[src/rtl/core/elms_pkg.sv]
`timescale 1ns / 1ps
// ----------------------------------------------------------------------------
// elms_pkg
// Shared types, register indexes and reset values for the limp mode
// supervisor.
// ----------------------------------------------------------------------------
package elms_pkg;

  localparam int TIME_BITS_DEF = 32;
  localparam int TIME_BITS_MAX = 64;
  localparam int NOW_W         = 32;
  localparam int CFG_IDX_W     = 3;
  localparam int CFG_DATA_W    = 16;
  localparam int RPM_W         = 16;
  localparam int TEMP_W        = 9;
  localparam int VOLT_W        = 8;
  localparam int MS_W          = 16;

  typedef enum logic [CFG_IDX_W-1:0] {
    REG_RPM_CUTOFF    = 3'd0,
    REG_RPM_MAXIMUM   = 3'd1,
    REG_OVERHEAT_TEMP = 3'd2,
    REG_BATT_LOW      = 3'd3,
    REG_BATT_HIGH     = 3'd4,
    REG_MIN_LIMP_MS   = 3'd5,
    REG_RECOV_HOLD_MS = 3'd6
  } cfg_idx_e;

  localparam logic [RPM_W-1:0]         RST_RPM_CUTOFF    = 16'd7000;
  localparam logic [RPM_W-1:0]         RST_RPM_MAXIMUM   = 16'd8000;
  localparam logic signed [TEMP_W-1:0] RST_OVERHEAT_TEMP = 9'sd105;
  localparam logic [VOLT_W-1:0]        RST_BATT_LOW      = 8'd90;
  localparam logic [VOLT_W-1:0]        RST_BATT_HIGH     = 8'd160;
  localparam logic [MS_W-1:0]          RST_MIN_LIMP_MS   = 16'd5000;
  localparam logic [MS_W-1:0]          RST_RECOV_HOLD_MS = 16'd2000;

  typedef struct packed {
    logic [RPM_W-1:0]         rpm_cutoff;
    logic [RPM_W-1:0]         rpm_maximum;
    logic signed [TEMP_W-1:0] overheat_temp;
    logic [VOLT_W-1:0]        battery_low_limit;
    logic [VOLT_W-1:0]        battery_high_limit;
    logic [MS_W-1:0]          min_limp_ms;
    logic [MS_W-1:0]          recovery_hold_ms;
  } cfg_t;

  typedef struct packed {
    logic rev_limit;
    logic overheat;
    logic battery;
  } fault_t;

  typedef struct packed {
    logic limp_active;
    logic limp_entered;
    logic recovery_pending;
    logic limp_recovered;
  } limp_status_t;

endpackage

[src/rtl/core/engine_limp_mode_supervisor.sv]
`timescale 1ns / 1ps
// ----------------------------------------------------------------------------
// engine_limp_mode_supervisor
// Limp mode entry and timed recovery supervisor, one result per item.
// ----------------------------------------------------------------------------
// Usage:
//   Input channel (in_valid/in_ready) carries one timestamped item: an
//   optional rpm/coolant/battery sample, a conditions-safe flag and a
//   recovery request. Output channel (out_valid/out_ready) returns one
//   result transaction per input transaction, in order.
//   Config channel (cfg_valid/cfg_ready) writes one register per
//   transaction; cfg_ready is always high, unknown indexes are dropped.
//   Write config only while no item is in flight.
// Timing:
//   An accepted item sits in the input register while the limit checks
//   and the limp state update run, then lands in the result register.
//   Throughput is one item per clock while out_ready is high; the limp
//   state registers are the only feedback path.
// Reset:
//   rst clears both pipeline valids, the limp state and loads the default
//   register values.
// Backpressure:
//   When out_ready is low the result register holds, the input register
//   keeps its item, and in_ready drops once both are full.
// ----------------------------------------------------------------------------
module engine_limp_mode_supervisor
  import elms_pkg::*;
#(
  parameter int TIME_BITS = TIME_BITS_DEF
) (
  input  logic                     clk,
  input  logic                     rst,
  // input transactions
  input  logic                     in_valid,
  output logic                     in_ready,
  input  logic [NOW_W-1:0]         now_ms,
  input  logic                     sample_valid,
  input  logic [RPM_W-1:0]         rpm,
  input  logic signed [TEMP_W-1:0] coolant_temp,
  input  logic [VOLT_W-1:0]        battery_voltage,
  input  logic                     conditions_safe,
  input  logic                     recover_request,
  // result transactions
  output logic                     out_valid,
  input  logic                     out_ready,
  output logic                     limp_active,
  output logic                     over_rev_fault,
  output logic                     overheat_fault,
  output logic                     battery_fault,
  output logic                     limp_entered,
  output logic                     recovery_pending,
  output logic                     limp_recovered,
  // configuration writes
  input  logic                     cfg_valid,
  output logic                     cfg_ready,
  input  logic [CFG_IDX_W-1:0]     cfg_index,
  input  logic [CFG_DATA_W-1:0]    cfg_data
);

  cfg_t         cfg;
  fault_t       fault;
  limp_status_t status;

  // input register
  logic                     s1_valid;
  logic [NOW_W-1:0]         s1_now_ms;
  logic                     s1_sample_valid;
  logic [RPM_W-1:0]         s1_rpm;
  logic signed [TEMP_W-1:0] s1_coolant_temp;
  logic [VOLT_W-1:0]        s1_battery_voltage;
  logic                     s1_conditions_safe;
  logic                     s1_recover_request;

  // result register
  logic         res_valid;
  fault_t       res_fault;
  limp_status_t res_status;

  logic res_load;
  logic s1_adv;
  logic in_fire;

  assign cfg_ready = 1'b1;

  // Result register frees up when empty or when its transaction is taken.
  assign res_load = !res_valid || out_ready;
  assign s1_adv   = s1_valid && res_load;
  assign in_ready = !s1_valid || res_load;
  assign in_fire  = in_valid && in_ready;

  elms_cfg_regs u_cfg_regs (
    .clk       (clk),
    .rst       (rst),
    .cfg_valid (cfg_valid),
    .cfg_ready (cfg_ready),
    .cfg_index (cfg_index),
    .cfg_data  (cfg_data),
    .cfg       (cfg)
  );

  elms_fault_check u_fault_check (
    .cfg             (cfg),
    .sample_valid    (s1_sample_valid),
    .rpm             (s1_rpm),
    .coolant_temp    (s1_coolant_temp),
    .battery_voltage (s1_battery_voltage),
    .fault           (fault)
  );

  // State advances exactly when the item leaves the input register.
  elms_limp_state #(
    .TIME_BITS (TIME_BITS)
  ) u_limp_state (
    .clk             (clk),
    .rst             (rst),
    .step            (s1_adv),
    .cfg             (cfg),
    .now_ms          (s1_now_ms),
    .fault_any       (fault.rev_limit || fault.overheat || fault.battery),
    .conditions_safe (s1_conditions_safe),
    .recover_request (s1_recover_request),
    .status          (status)
  );

  // Input register: valid bit is control, payload loads on accept.
  always_ff @(posedge clk) begin
    if (rst) begin
      s1_valid <= 1'b0;
    end else if (in_ready) begin
      s1_valid <= in_valid;
    end
  end

  always_ff @(posedge clk) begin
    if (in_fire) begin
      s1_now_ms          <= now_ms;
      s1_sample_valid    <= sample_valid;
      s1_rpm             <= rpm;
      s1_coolant_temp    <= coolant_temp;
      s1_battery_voltage <= battery_voltage;
      s1_conditions_safe <= conditions_safe;
      s1_recover_request <= recover_request;
    end
  end

  // Result register: hold while the receiver stalls.
  always_ff @(posedge clk) begin
    if (rst) begin
      res_valid <= 1'b0;
    end else if (res_load) begin
      res_valid <= s1_valid;
    end
  end

  always_ff @(posedge clk) begin
    if (s1_adv) begin
      res_fault  <= fault;
      res_status <= status;
    end
  end

  assign out_valid        = res_valid;
  assign limp_active      = res_status.limp_active;
  assign over_rev_fault   = res_fault.rev_limit;
  assign overheat_fault   = res_fault.overheat;
  assign battery_fault    = res_fault.battery;
  assign limp_entered     = res_status.limp_entered;
  assign recovery_pending = res_status.recovery_pending;
  assign limp_recovered   = res_status.limp_recovered;

  // Entry and recovery never come from the same item.
  a_enter_xor_recover: assert property (@(posedge clk) disable iff (rst)
    out_valid |-> !(limp_entered && limp_recovered))
    else $error("limp entered and recovered in one result");

  // A recovered result leaves limp and monitoring both clear.
  a_recover_clears: assert property (@(posedge clk) disable iff (rst)
    (out_valid && limp_recovered) |-> (!limp_active && !recovery_pending))
    else $error("recovery left limp or monitoring set");

  // Monitoring only runs inside limp mode after a processed item.
  a_pending_in_limp: assert property (@(posedge clk) disable iff (rst)
    (out_valid && recovery_pending) |-> limp_active)
    else $error("recovery pending outside limp mode");

  // An entered result must report limp active and a fault behind it.
  a_entry_has_fault: assert property (@(posedge clk) disable iff (rst)
    (out_valid && limp_entered) |->
      (limp_active && (over_rev_fault || overheat_fault || battery_fault)))
    else $error("limp entered without fault");

endmodule

[src/rtl/core/elms_cfg_regs.sv]
`timescale 1ns / 1ps
// ----------------------------------------------------------------------------
// elms_cfg_regs
// Configuration register file; out-of-range indexes are dropped.
// ----------------------------------------------------------------------------
module elms_cfg_regs
  import elms_pkg::*;
(
  input  logic                  clk,
  input  logic                  rst,
  input  logic                  cfg_valid,
  input  logic                  cfg_ready,
  input  logic [CFG_IDX_W-1:0]  cfg_index,
  input  logic [CFG_DATA_W-1:0] cfg_data,
  output cfg_t                  cfg
);

  cfg_t cfg_q;
  cfg_t cfg_q_next;

  always_comb begin
    cfg_q_next = cfg_q;
    if (cfg_valid && cfg_ready) begin
      unique case (cfg_index)
        REG_RPM_CUTOFF:    cfg_q_next.rpm_cutoff         = cfg_data[RPM_W-1:0];
        REG_RPM_MAXIMUM:   cfg_q_next.rpm_maximum        = cfg_data[RPM_W-1:0];
        REG_OVERHEAT_TEMP: cfg_q_next.overheat_temp      = cfg_data[TEMP_W-1:0];
        REG_BATT_LOW:      cfg_q_next.battery_low_limit  = cfg_data[VOLT_W-1:0];
        REG_BATT_HIGH:     cfg_q_next.battery_high_limit = cfg_data[VOLT_W-1:0];
        REG_MIN_LIMP_MS:   cfg_q_next.min_limp_ms        = cfg_data[MS_W-1:0];
        REG_RECOV_HOLD_MS: cfg_q_next.recovery_hold_ms   = cfg_data[MS_W-1:0];
        default:           cfg_q_next = cfg_q;
      endcase
    end
  end

  always_ff @(posedge clk) begin
    if (rst) begin
      cfg_q.rpm_cutoff         <= RST_RPM_CUTOFF;
      cfg_q.rpm_maximum        <= RST_RPM_MAXIMUM;
      cfg_q.overheat_temp      <= RST_OVERHEAT_TEMP;
      cfg_q.battery_low_limit  <= RST_BATT_LOW;
      cfg_q.battery_high_limit <= RST_BATT_HIGH;
      cfg_q.min_limp_ms        <= RST_MIN_LIMP_MS;
      cfg_q.recovery_hold_ms   <= RST_RECOV_HOLD_MS;
    end else begin
      cfg_q <= cfg_q_next;
    end
  end

  assign cfg = cfg_q;

endmodule

[src/rtl/core/elms_fault_check.sv]
`timescale 1ns / 1ps
// ----------------------------------------------------------------------------
// elms_fault_check
// Sample limit checks: over-rev, overheat and battery window.
// ----------------------------------------------------------------------------
module elms_fault_check
  import elms_pkg::*;
(
  input  cfg_t                     cfg,
  input  logic                     sample_valid,
  input  logic [RPM_W-1:0]         rpm,
  input  logic signed [TEMP_W-1:0] coolant_temp,
  input  logic [VOLT_W-1:0]        battery_voltage,
  output fault_t                   fault
);

  always_comb begin
    fault.rev_limit = sample_valid &&
                      ((rpm >= cfg.rpm_cutoff) || (rpm > cfg.rpm_maximum));
    fault.overheat  = sample_valid && (coolant_temp > cfg.overheat_temp);
    fault.battery   = sample_valid &&
                      ((battery_voltage < cfg.battery_low_limit) ||
                       (battery_voltage > cfg.battery_high_limit));
  end

endmodule

[src/rtl/core/elms_limp_state.sv]
`timescale 1ns / 1ps
// ----------------------------------------------------------------------------
// elms_limp_state
// Limp and recovery monitoring state, updated once per processed item.
// ----------------------------------------------------------------------------
module elms_limp_state
  import elms_pkg::*;
#(
  parameter int TIME_BITS = TIME_BITS_DEF
) (
  input  logic             clk,
  input  logic             rst,
  input  logic             step,
  input  cfg_t             cfg,
  input  logic [NOW_W-1:0] now_ms,
  input  logic             fault_any,
  input  logic             conditions_safe,
  input  logic             recover_request,
  output limp_status_t     status
);

  logic [TIME_BITS_MAX-1:0] now_wide;
  logic [TIME_BITS_MAX-1:0] min_wide;
  logic [TIME_BITS_MAX-1:0] hold_wide;
  logic [TIME_BITS-1:0]     now_t;
  logic [TIME_BITS-1:0]     min_t;
  logic [TIME_BITS-1:0]     hold_t;

  logic                 limp_flag, limp_flag_next;
  logic [TIME_BITS-1:0] entry_time, entry_time_next;
  logic                 monitoring_flag, monitoring_flag_next;
  logic [TIME_BITS-1:0] monitor_start_time, monitor_start_time_next;

  logic                 entered;
  logic                 recovered;
  logic                 mon_kept;
  logic [TIME_BITS-1:0] mst_kept;
  logic [TIME_BITS-1:0] limp_age;
  logic [TIME_BITS-1:0] mon_age;

  // Widen, then cut to the time width so any TIME_BITS in range works.
  assign now_wide  = TIME_BITS_MAX'(now_ms);
  assign min_wide  = TIME_BITS_MAX'(cfg.min_limp_ms);
  assign hold_wide = TIME_BITS_MAX'(cfg.recovery_hold_ms);
  assign now_t     = now_wide[TIME_BITS-1:0];
  assign min_t     = min_wide[TIME_BITS-1:0];
  assign hold_t    = hold_wide[TIME_BITS-1:0];

  always_comb begin
    // unsafe conditions drop monitoring first
    mon_kept = conditions_safe && monitoring_flag;
    mst_kept = conditions_safe ? monitor_start_time : '0;

    entered         = fault_any && !limp_flag;
    limp_flag_next  = limp_flag || entered;
    entry_time_next = entered ? now_t : entry_time;

    monitoring_flag_next    = mon_kept;
    monitor_start_time_next = mst_kept;
    recovered               = 1'b0;

    limp_age = now_t - entry_time_next;
    mon_age  = now_t - mst_kept;

    if (recover_request && limp_flag_next && (limp_age >= min_t)) begin
      if (!mon_kept) begin
        monitoring_flag_next    = 1'b1;
        monitor_start_time_next = now_t;
      end else if (mon_age >= hold_t) begin
        limp_flag_next          = 1'b0;
        entry_time_next         = '0;
        monitoring_flag_next    = 1'b0;
        monitor_start_time_next = '0;
        recovered               = 1'b1;
      end
    end
  end

  always_ff @(posedge clk) begin
    if (rst) begin
      limp_flag          <= 1'b0;
      entry_time         <= '0;
      monitoring_flag    <= 1'b0;
      monitor_start_time <= '0;
    end else if (step) begin
      limp_flag          <= limp_flag_next;
      entry_time         <= entry_time_next;
      monitoring_flag    <= monitoring_flag_next;
      monitor_start_time <= monitor_start_time_next;
    end
  end

  always_comb begin
    status.limp_active      = limp_flag_next;
    status.limp_entered     = entered;
    status.recovery_pending = monitoring_flag_next;
    status.limp_recovered   = recovered;
  end

endmodule
[config.mk]
export PLATFORM = sky130hd
export DESIGN_NAME = engine_limp_mode_supervisor
export DESIGN_NICKNAME = d
export VERILOG_FILES = /design/src/rtl/core/elms_pkg.sv /design/src/rtl/core/engine_limp_mode_supervisor.sv /design/src/rtl/core/elms_cfg_regs.sv /design/src/rtl/core/elms_fault_check.sv /design/src/rtl/core/elms_limp_state.sv
export SDC_FILE = /design/constraint.sdc
export NUM_CORES = 1
export LEC_CHECK = 0
export BUFFER_PORTS_ARGS = -buffer_cell sky130_fd_sc_hd__buf_4
export CAP_MARGIN = 10
export CORE_AREA = 2 2 226 228
export DETAILED_ROUTE_END_ITERATION = 10
export DIE_AREA = 0 0 228 230
export PLACE_DENSITY = 0.44
export REMOVE_ABC_BUFFERS = 1
export SLEW_MARGIN = 20
export SYNTH_ARGS = -nofsm -noshare
export SYNTH_HDL_FRONTEND = slang
export SYNTH_SLANG_ARGS = --single-unit
[constraint.sdc]
create_clock -name clk -period 9.22 [get_ports clk]
set_input_delay 0.922 -clock clk [delete_from_list [all_inputs] [get_ports clk]]
set_output_delay 0.922 -clock clk [all_outputs]
set_load 0.01 [all_outputs]
Yosys cells after proc, flatten, opt, wreduce, memory -nomap -nowiden
Cells that the tools add are included.
{"block": "word_totals", "in_bits": 92, "ff_bits": 232, "wordCells": 85, "output_inout_bits": 10}
{"block": "classes", "n_addsub": 2, "n_reduce_logical": 28, "n_lt_le_gt_ge": 7, "mux": 15, "eq_ne": 6}
{"operator": "$mux W32", "count": 8}
{"operator": "$ge A32 B16 Y1", "count": 2}
{"operator": "$sub A32 B32 Y32", "count": 2}
{"operator": "$ge A16 B16 Y1", "count": 1}
{"operator": "$gt A16 B16 Y1", "count": 1}
{"operator": "$reduce_and A2 Y1", "count": 8}
{"operator": "$eq A3 B3 Y1 const B", "count": 3}
{"operator": "$gt A9 B9 Y1", "count": 1}
{"operator": "$logic_and A1 B1 Y1", "count": 9}
{"operator": "$gt A8 B8 Y1", "count": 1}
{"operator": "$lt A8 B8 Y1", "count": 1}
{"operator": "$logic_or A1 B1 Y1", "count": 7}
{"operator": "$mux W1", "count": 7}
{"operator": "$eq A3 B2 Y1 const B", "count": 2}
{"operator": "$eq A3 B1 Y1 const B", "count": 1}
{"operator": "$logic_not A1 Y1", "count": 3}
{"operator": "$logic_not A3 Y1", "count": 1}

Depth between registers and ports, before layout
{"block": "depth", "ltp_word": 11, "mapped_depth": 41, "mapped_depth_nobuf": 36}

By module
Synthesis repeated with hierarchy kept, for this count alone.
{"block": "hier_totals", "cells_unflattened": 1885, "area_unflattened_um2": 16166.8}
{"module": "elms_limp_state", "area_per_inst_um2": 8894.8, "cells_each": 1225, "instances": 1, "seq_area_each_um2": 1321.3}
{"module": "elms_cfg_regs", "area_per_inst_um2": 3503.4, "cells_each": 373, "instances": 1, "seq_area_each_um2": 1781.7}
{"module": "engine_limp_mode_supervisor", "area_per_inst_um2": 2372.3, "cells_each": 88, "instances": 1, "seq_area_each_um2": 2292.2}
{"module": "elms_fault_check", "area_per_inst_um2": 1396.3, "cells_each": 199, "instances": 1, "seq_area_each_um2": 0.0}

Worst setup path before layout
Ideal clock, no wire load.
{"block": "synth_path", "kind": "register to register", "startpoint": "register s1_rpm[5]", "endpoint": "register u_limp_state.monitor_start_time[10]", "required_ns": 9.103, "period_less_slack_ns": 8.235, "path_buffers": 5, "setup_ns": 0.117, "path_stages_with_launch": 38, "arrival_ns": 8.118, "path_slack_ns": 0.985, "cell_sequence": "edfxtp_1 -> ha_1 -> a21o_1 -> a221oi_1 -> o21ai_0 -> a221oi_1 -> o221a_1 -> clkbuf_1 -> clkbuf_1 -> clkbuf_1 -> mux2i_1 -> ha_1 -> nor2b_1 -> o21ai_0 -> a211oi_1 -> a2111oi_0 -> nand3b_1 -> mux2i_4 -> [... 2 more ...] -> nor2_1 -> o21ai_0 -> xor2_1 -> ha_1 -> a21oi_1 -> o21ai_0 -> nor3_1 -> nand3_1 -> a2111oi_0 -> o211ai_1 -> o21bai_1 -> or4b_4 -> nor4_4 -> nand3_1 -> and4b_1 -> buf_2 -> buf_6 -> a22o_1"}
{"block": "synth_via", "elab_chain_cells": 11, "elab_cells_between_ends": 14, "cone_classes": "1 x add/sub; 3 x order compare; 2 x mux; 8 x reduce/logical"}
{"element": "from (decl)", "line": "engine_limp_mode_supervisor.sv:68", "source": "logic [RPM_W-1:0] s1_rpm;"}
{"element": "from (signal assigned)", "line": "engine_limp_mode_supervisor.sv:138", "source": "s1_rpm <= rpm;"}
{"element": "$ge A16 B16 Y1 or $gt A16 B16 Y1 (tied branches)", "line": "elms_fault_check.sv:19", "source": "((rpm >= cfg.rpm_cutoff) || (rpm > cfg.rpm_maximum));"}
{"element": "$logic_or A1 B1 Y1 (*)", "line": "elms_fault_check.sv:19"}
{"element": "$logic_and A1 B1 Y1 (*)", "line": "elms_fault_check.sv:18", "source": "fault.rev_limit = sample_valid &&"}
{"element": "$logic_or A1 B1 Y1 (*) (2 in a row)", "line": "engine_limp_mode_supervisor.sv:119", "source": ".fault_any (fault.rev_limit || fault.overheat || fault.battery),"}
{"element": "$logic_and A1 B1 Y1 (*)", "line": "elms_limp_state.sv:54", "source": "entered = fault_any && !limp_flag;"}
{"element": "$mux W32", "line": "elms_limp_state.sv:56", "source": "entry_time_next = entered ? now_t : entry_time;"}
{"element": "$sub A32 B32 Y32", "line": "elms_limp_state.sv:62", "source": "limp_age = now_t - entry_time_next;"}
{"element": "$ge A32 B16 Y1", "line": "elms_limp_state.sv:65", "source": "if (recover_request && limp_flag_next && (limp_age >= min_t)) begin"}
{"element": "$logic_and A1 B1 Y1 (*)", "line": "elms_limp_state.sv:65"}
{"element": "$mux W32 (*)", "line": "elms_limp_state.sv:65"}
{"element": "to (signal assigned)", "line": "elms_limp_state.sv:89", "source": "monitor_start_time <= monitor_start_time_next;"}
{"element": "to (decl)", "line": "elms_limp_state.sv:32", "source": "logic [TIME_BITS-1:0] monitor_start_time, monitor_start_time_next;"}
Mark *: on every way between the ends. The rest lies on a longest branch, timed or not.
A chain may end at the register's enable or synchronous reset.

Final worst setup path
{"block": "layout_path", "startpoint": "register s1_battery_voltage[3]", "endpoint": "register u_limp_state.monitor_start_time[12]"}
{"block": "layout_via", "elab_chain_cells": 10, "elab_cells_between_ends": 13, "cone_classes": "1 x add/sub; 3 x order compare; 2 x mux; 7 x reduce/logical"}
{"element": "from (decl)", "line": "engine_limp_mode_supervisor.sv:70", "source": "logic [VOLT_W-1:0] s1_battery_voltage;"}
{"element": "from (signal assigned)", "line": "engine_limp_mode_supervisor.sv:140", "source": "s1_battery_voltage <= battery_voltage;"}
{"element": "$lt A8 B8 Y1 or $gt A8 B8 Y1 (tied branches)", "line": "elms_fault_check.sv:22, elms_fault_check.sv:23"}
{"element": "$logic_or A1 B1 Y1 (*)", "line": "elms_fault_check.sv:22", "source": "((battery_voltage < cfg.battery_low_limit) ||"}
{"element": "$logic_and A1 B1 Y1 (*)", "line": "elms_fault_check.sv:21", "source": "fault.battery = sample_valid &&"}
{"element": "$logic_or A1 B1 Y1 (*)", "line": "engine_limp_mode_supervisor.sv:119"}
{"element": "$logic_and A1 B1 Y1 (*)", "line": "elms_limp_state.sv:54"}
{"element": "$mux W32", "line": "elms_limp_state.sv:56"}
{"element": "$sub A32 B32 Y32", "line": "elms_limp_state.sv:62"}
{"element": "$ge A32 B16 Y1", "line": "elms_limp_state.sv:65"}
{"element": "$logic_and A1 B1 Y1 (*)", "line": "elms_limp_state.sv:65"}
{"element": "$mux W32 (*)", "line": "elms_limp_state.sv:65"}
Marked as above.

==> summary.md <==
| Metric | Value |
|---|---|
| Status | complete, no violations |
| Max Fanout on Critical Path | 31 |
| Post-synth EDFFs | 75 |
| Max-cap violations | 0 |
| Vias | 11946 |
| First-pass GRT wire length | 67750 um |
| Fin nets | about 2000 |
| Detailed-route DRC error count | 0 |
| Max Root-Sink Buffers | 3 |
| Routability cong. | between 0.8 and 0.9 |
| Worst Hold Class | register to register |
| CTS H-Tree Depth | 1 |
| Die Y | around 230 um |
| WL per Instance | ~18 um |
| Vias in the first global route | 11898 |
| Static leakage | approximately 0.0067 uW |
| Core box area | ~50000 sq um |
| Die W | ~230 um |
| CP required | slightly below 10000 ps |
| Cell Area, Placed | around 16000 sq um |
| Iteration-0 DRC Markers | 567 |
| Via density | between 4 and 5 |
| Dpl hpwl | about 32000 um |
| Met2 Use GR | 28.30% |
| CTS Sinks | 232 |
| Top FF cell, synth | dfxtp_1 |
| Commonest cells post-synth | nand2_1 (259), dfxtp_1 (157), ha_1 (147) |
| Largest net degree at the start of global routing | just over 80 |
| Drt first pass iters | 5 |
| Clock Pin Slew Worst Setup and Hold Paths | roughly 60 ps |
| Cell count after synthesis | around 1600 |
| Sequential share of the synthesized area | between 30 and 40% |
| CTS root buf | clkbuf_16 |
| Synthesis-stage register bit count | 232 |
| Fin area | roughly 17000 sq um |
| Top-area cell type share of the netlist area | roughly 22% |
| M1 GR Usage | 21.37% |
| CTS resizes | 0 |
| Gr usage total | between 15 and 20% |
| # placed instances | 2355 |
| Final Hold Viols | 0 |
| Cell Pwr Density | 177.2 nW/um^2 |
| Top-count cell post-synth | nand2_1 |
| Worst stage delay on the critical path | around 530 ps |
| Final ANT Viol Nets | 0 |
| Final period utilization | 90.91% |
| TritonCTS clock tree | done |
| Slowest CP cell | or4b_4 |
| Syn. warnings | 0 |
| Post-CTS Setup Inserts | 0 |
| Max VDD drop | about 0.00014 V |
| GRT Residual Overflow | 0 |
| Max-slew headroom | a little under two fifths |
| Layer with the highest usage | met2 |
| Worst skew pair latency | about 600 ps |
| RSZ-0062 raised after global routing | false |
| Synth cell types | slightly above 80 |
| Asr flop ratio synth | 0% |
| Hold Buf Count CTS | 0 |
| Average size of a mapped cell | approximately 8.7 sq um |
| Setup TNS | 0 ps |
| Num CTS Buffers | 29 |
| Die Footprint | 52440 sq um |
| WL final | 42730 um |
| Most frequent CP cell | ha_1 |
| Ports | about 100 |
| Max-slew violations | 0 |
| Met3 GRT Util | approximately 2.0% |
| Mapped cell area | around 14000 sq um |
| Tmin final | about 8400 ps |
| Share of layout cells above drive strength 1 | roughly a tenth |
| Clk_skew | around 27 ps |
| Startpoint type of the worst setup path | register |
| Area grow syn2layout | 16.78% |
| CP Capture Type | register |
| Non-filler cells, final | 2408 |
| Cell Rows | 82 |
| Cell taking the most area after synthesis | dfxtp_1 |
| # setup viols final | 0 |
| Largest cells by area after synthesis | dfxtp_1 (22%), edfxtp_1 (16%), ha_1 (13%), nand2_1 (6.8%), a21oi_1 (5.0%) |
| Effective utilization at floorplan | approximately 29% |
| Antenna violations before repair | 0 |
| Setup CP Type | register to register |
| # diodes | 0 |
| F_max | ~120 MHz |
| Crit path DAT | just under 9000 ps |
| PortBufs | 100 |
| Worst-Margin Slew | around 940 ps |
worst paths after layout:
check / start / to / slack (ps) / cells after the start
worst max-delay path: s1_battery_voltage[3] / u_limp_state.monitor_start_time[12] / 840 / 33
worst min-delay path: u_limp_state.entry_time[12] / u_limp_state.entry_time[12] / 450 / 2
worst max register to register: s1_battery_voltage[3] / u_limp_state.monitor_start_time[12] / 840 / 33
worst min register to register: u_limp_state.entry_time[12] / u_limp_state.entry_time[12] / 450 / 2
kinds of logic after synthesis:
logic type	count (synthesis)	synth area share, %
AO/OA/AOI/OAI	448	20.84
multiplexers	40	2.924
XOR/XNOR	40	2.451
AND/OR/NAND/NOR	540	17.59
other	1	0.02624
adder cells (fa/ha/maj)	150	13.22
flip-flops	232	37.75
buffers and inverters	186	5.200
cells in the final DEF (no fill, tap or decap), types with 8 or more instances in the layout:
master / Yosys / final
nand2_1: 259 / 259
dfxtp_1: 157 / 157
ha_1: 147 / 147
a21oi_1: 143 / 143
inv_1: 121 / 121
buf_4: 5 / 110
nor2_1: 94 / 91
edfxtp_1: 75 / 75
o21ai_0: 58 / 57
mux2i_1: 37 / 36
nand3_1: 32 / 32
a22o_1: 32 / 32
clkbuf_16: 0 / 29
a21o_1: 29 / 28
o21ai_1: 23 / 24
xnor2_1: 24 / 24
nand2b_1: 23 / 23
a211o_1: 21 / 21
nor3_1: 21 / 20
nor2b_1: 18 / 18
nand3b_1: 18 / 18
nand4_1: 17 / 17
xor2_1: 16 / 16
o21bai_1: 13 / 13
o21a_1: 12 / 12
a211oi_1: 11 / 11
nor4_1: 10 / 10
a31oi_1: 10 / 10
or3_1: 8 / 8
and2_1: 9 / 8
o31ai_1: 8 / 8
and3_1: 8 / 8
clkbuf_1: 53 / 8
layout make-up:
| class | count | area, sq um |
|---|---|---|
| Fill cell | 5288 | 33170 |
| Multi-Input combinational cell | 1219 | 8198 |
| Sequential cell | 232 | 5395 |
| Tap cell | 672 | 840.8 |
| Timing Repair Buffer | 111 | 837.1 |
| Clock buffer | 41 | 810.8 |
| Inverter | 121 | 454.2 |
| Clock inverter | 12 | 155.1 |
per-stage QoR:
step | util [%] | worst slack [ps] | total power, uW | hold WS (ps)
5_1_grt | 33.47 | 57.46 | 3132 | 471.8
2_1_floorplan | - | 122.5 | 1602 | 424.8
4_1_cts | 33.43 | 496.1 | 3006 | 448.5
3_5_place_dp | 31.49 | 539.0 | 1818 | 440.8
6_report | 33.47 | 837.9 | 2958 | 446.7
3_3_place_gp | 31.49 | 755.2 | 1818 | 434.1
power breakdown:
part | total, uW | internal, uW | switching (uW)
clock network | 1160 | 696 | 466
logic | 658 | 269 | 389
registers | 1140 | 1100 | 35.5
metal layers:
| metal | vias to the layer above | routed length, um |
|---|---|---|
| met1 | 5650 | 19930 |
| met4 | 0 | 950 |
| met5 | - | 0 |
| met3 | 42 | 1425 |
| met2 | 192 | 20420 |
| li1 | 6062 | - |
flip-flops by register name, indices dropped and copies added (netlist names):
signal                           flops
s1_rpm                              16
u_limp_state.monitor_start_time     32
s1_now_ms                           32
s1_coolant_temp                      9
limp_active                          1
limp_recovered                       1
u_limp_state.monitoring_flag         1
out_valid                            1
u_limp_state.limp_flag               1
over_rev_fault                       1
battery_fault                        1
s1_battery_voltage                   8
recovery_pending                     1
overheat_fault                       1
limp_entered                         1
u_limp_state.entry_time             32
s1_valid                             1
s1_conditions_safe                   1
s1_sample_valid                      1
s1_recover_request                   1
u_cfg_regs.cfg                      89
worst max-delay path, delay by kind of cell (launching register included):
kind | cells | cell delay, ps
adders and majority gates | 3 | 910
muxes | 2 | 440
DFF | 1 | 420
AOI/OAI and AO/OA | 15 | 3640
xor gates and xnor gates | 1 | 160
buffers and inverters | 1 | 260
and+or+nand+nor | 11 | 2400
(Power assumes the default switching activity.)
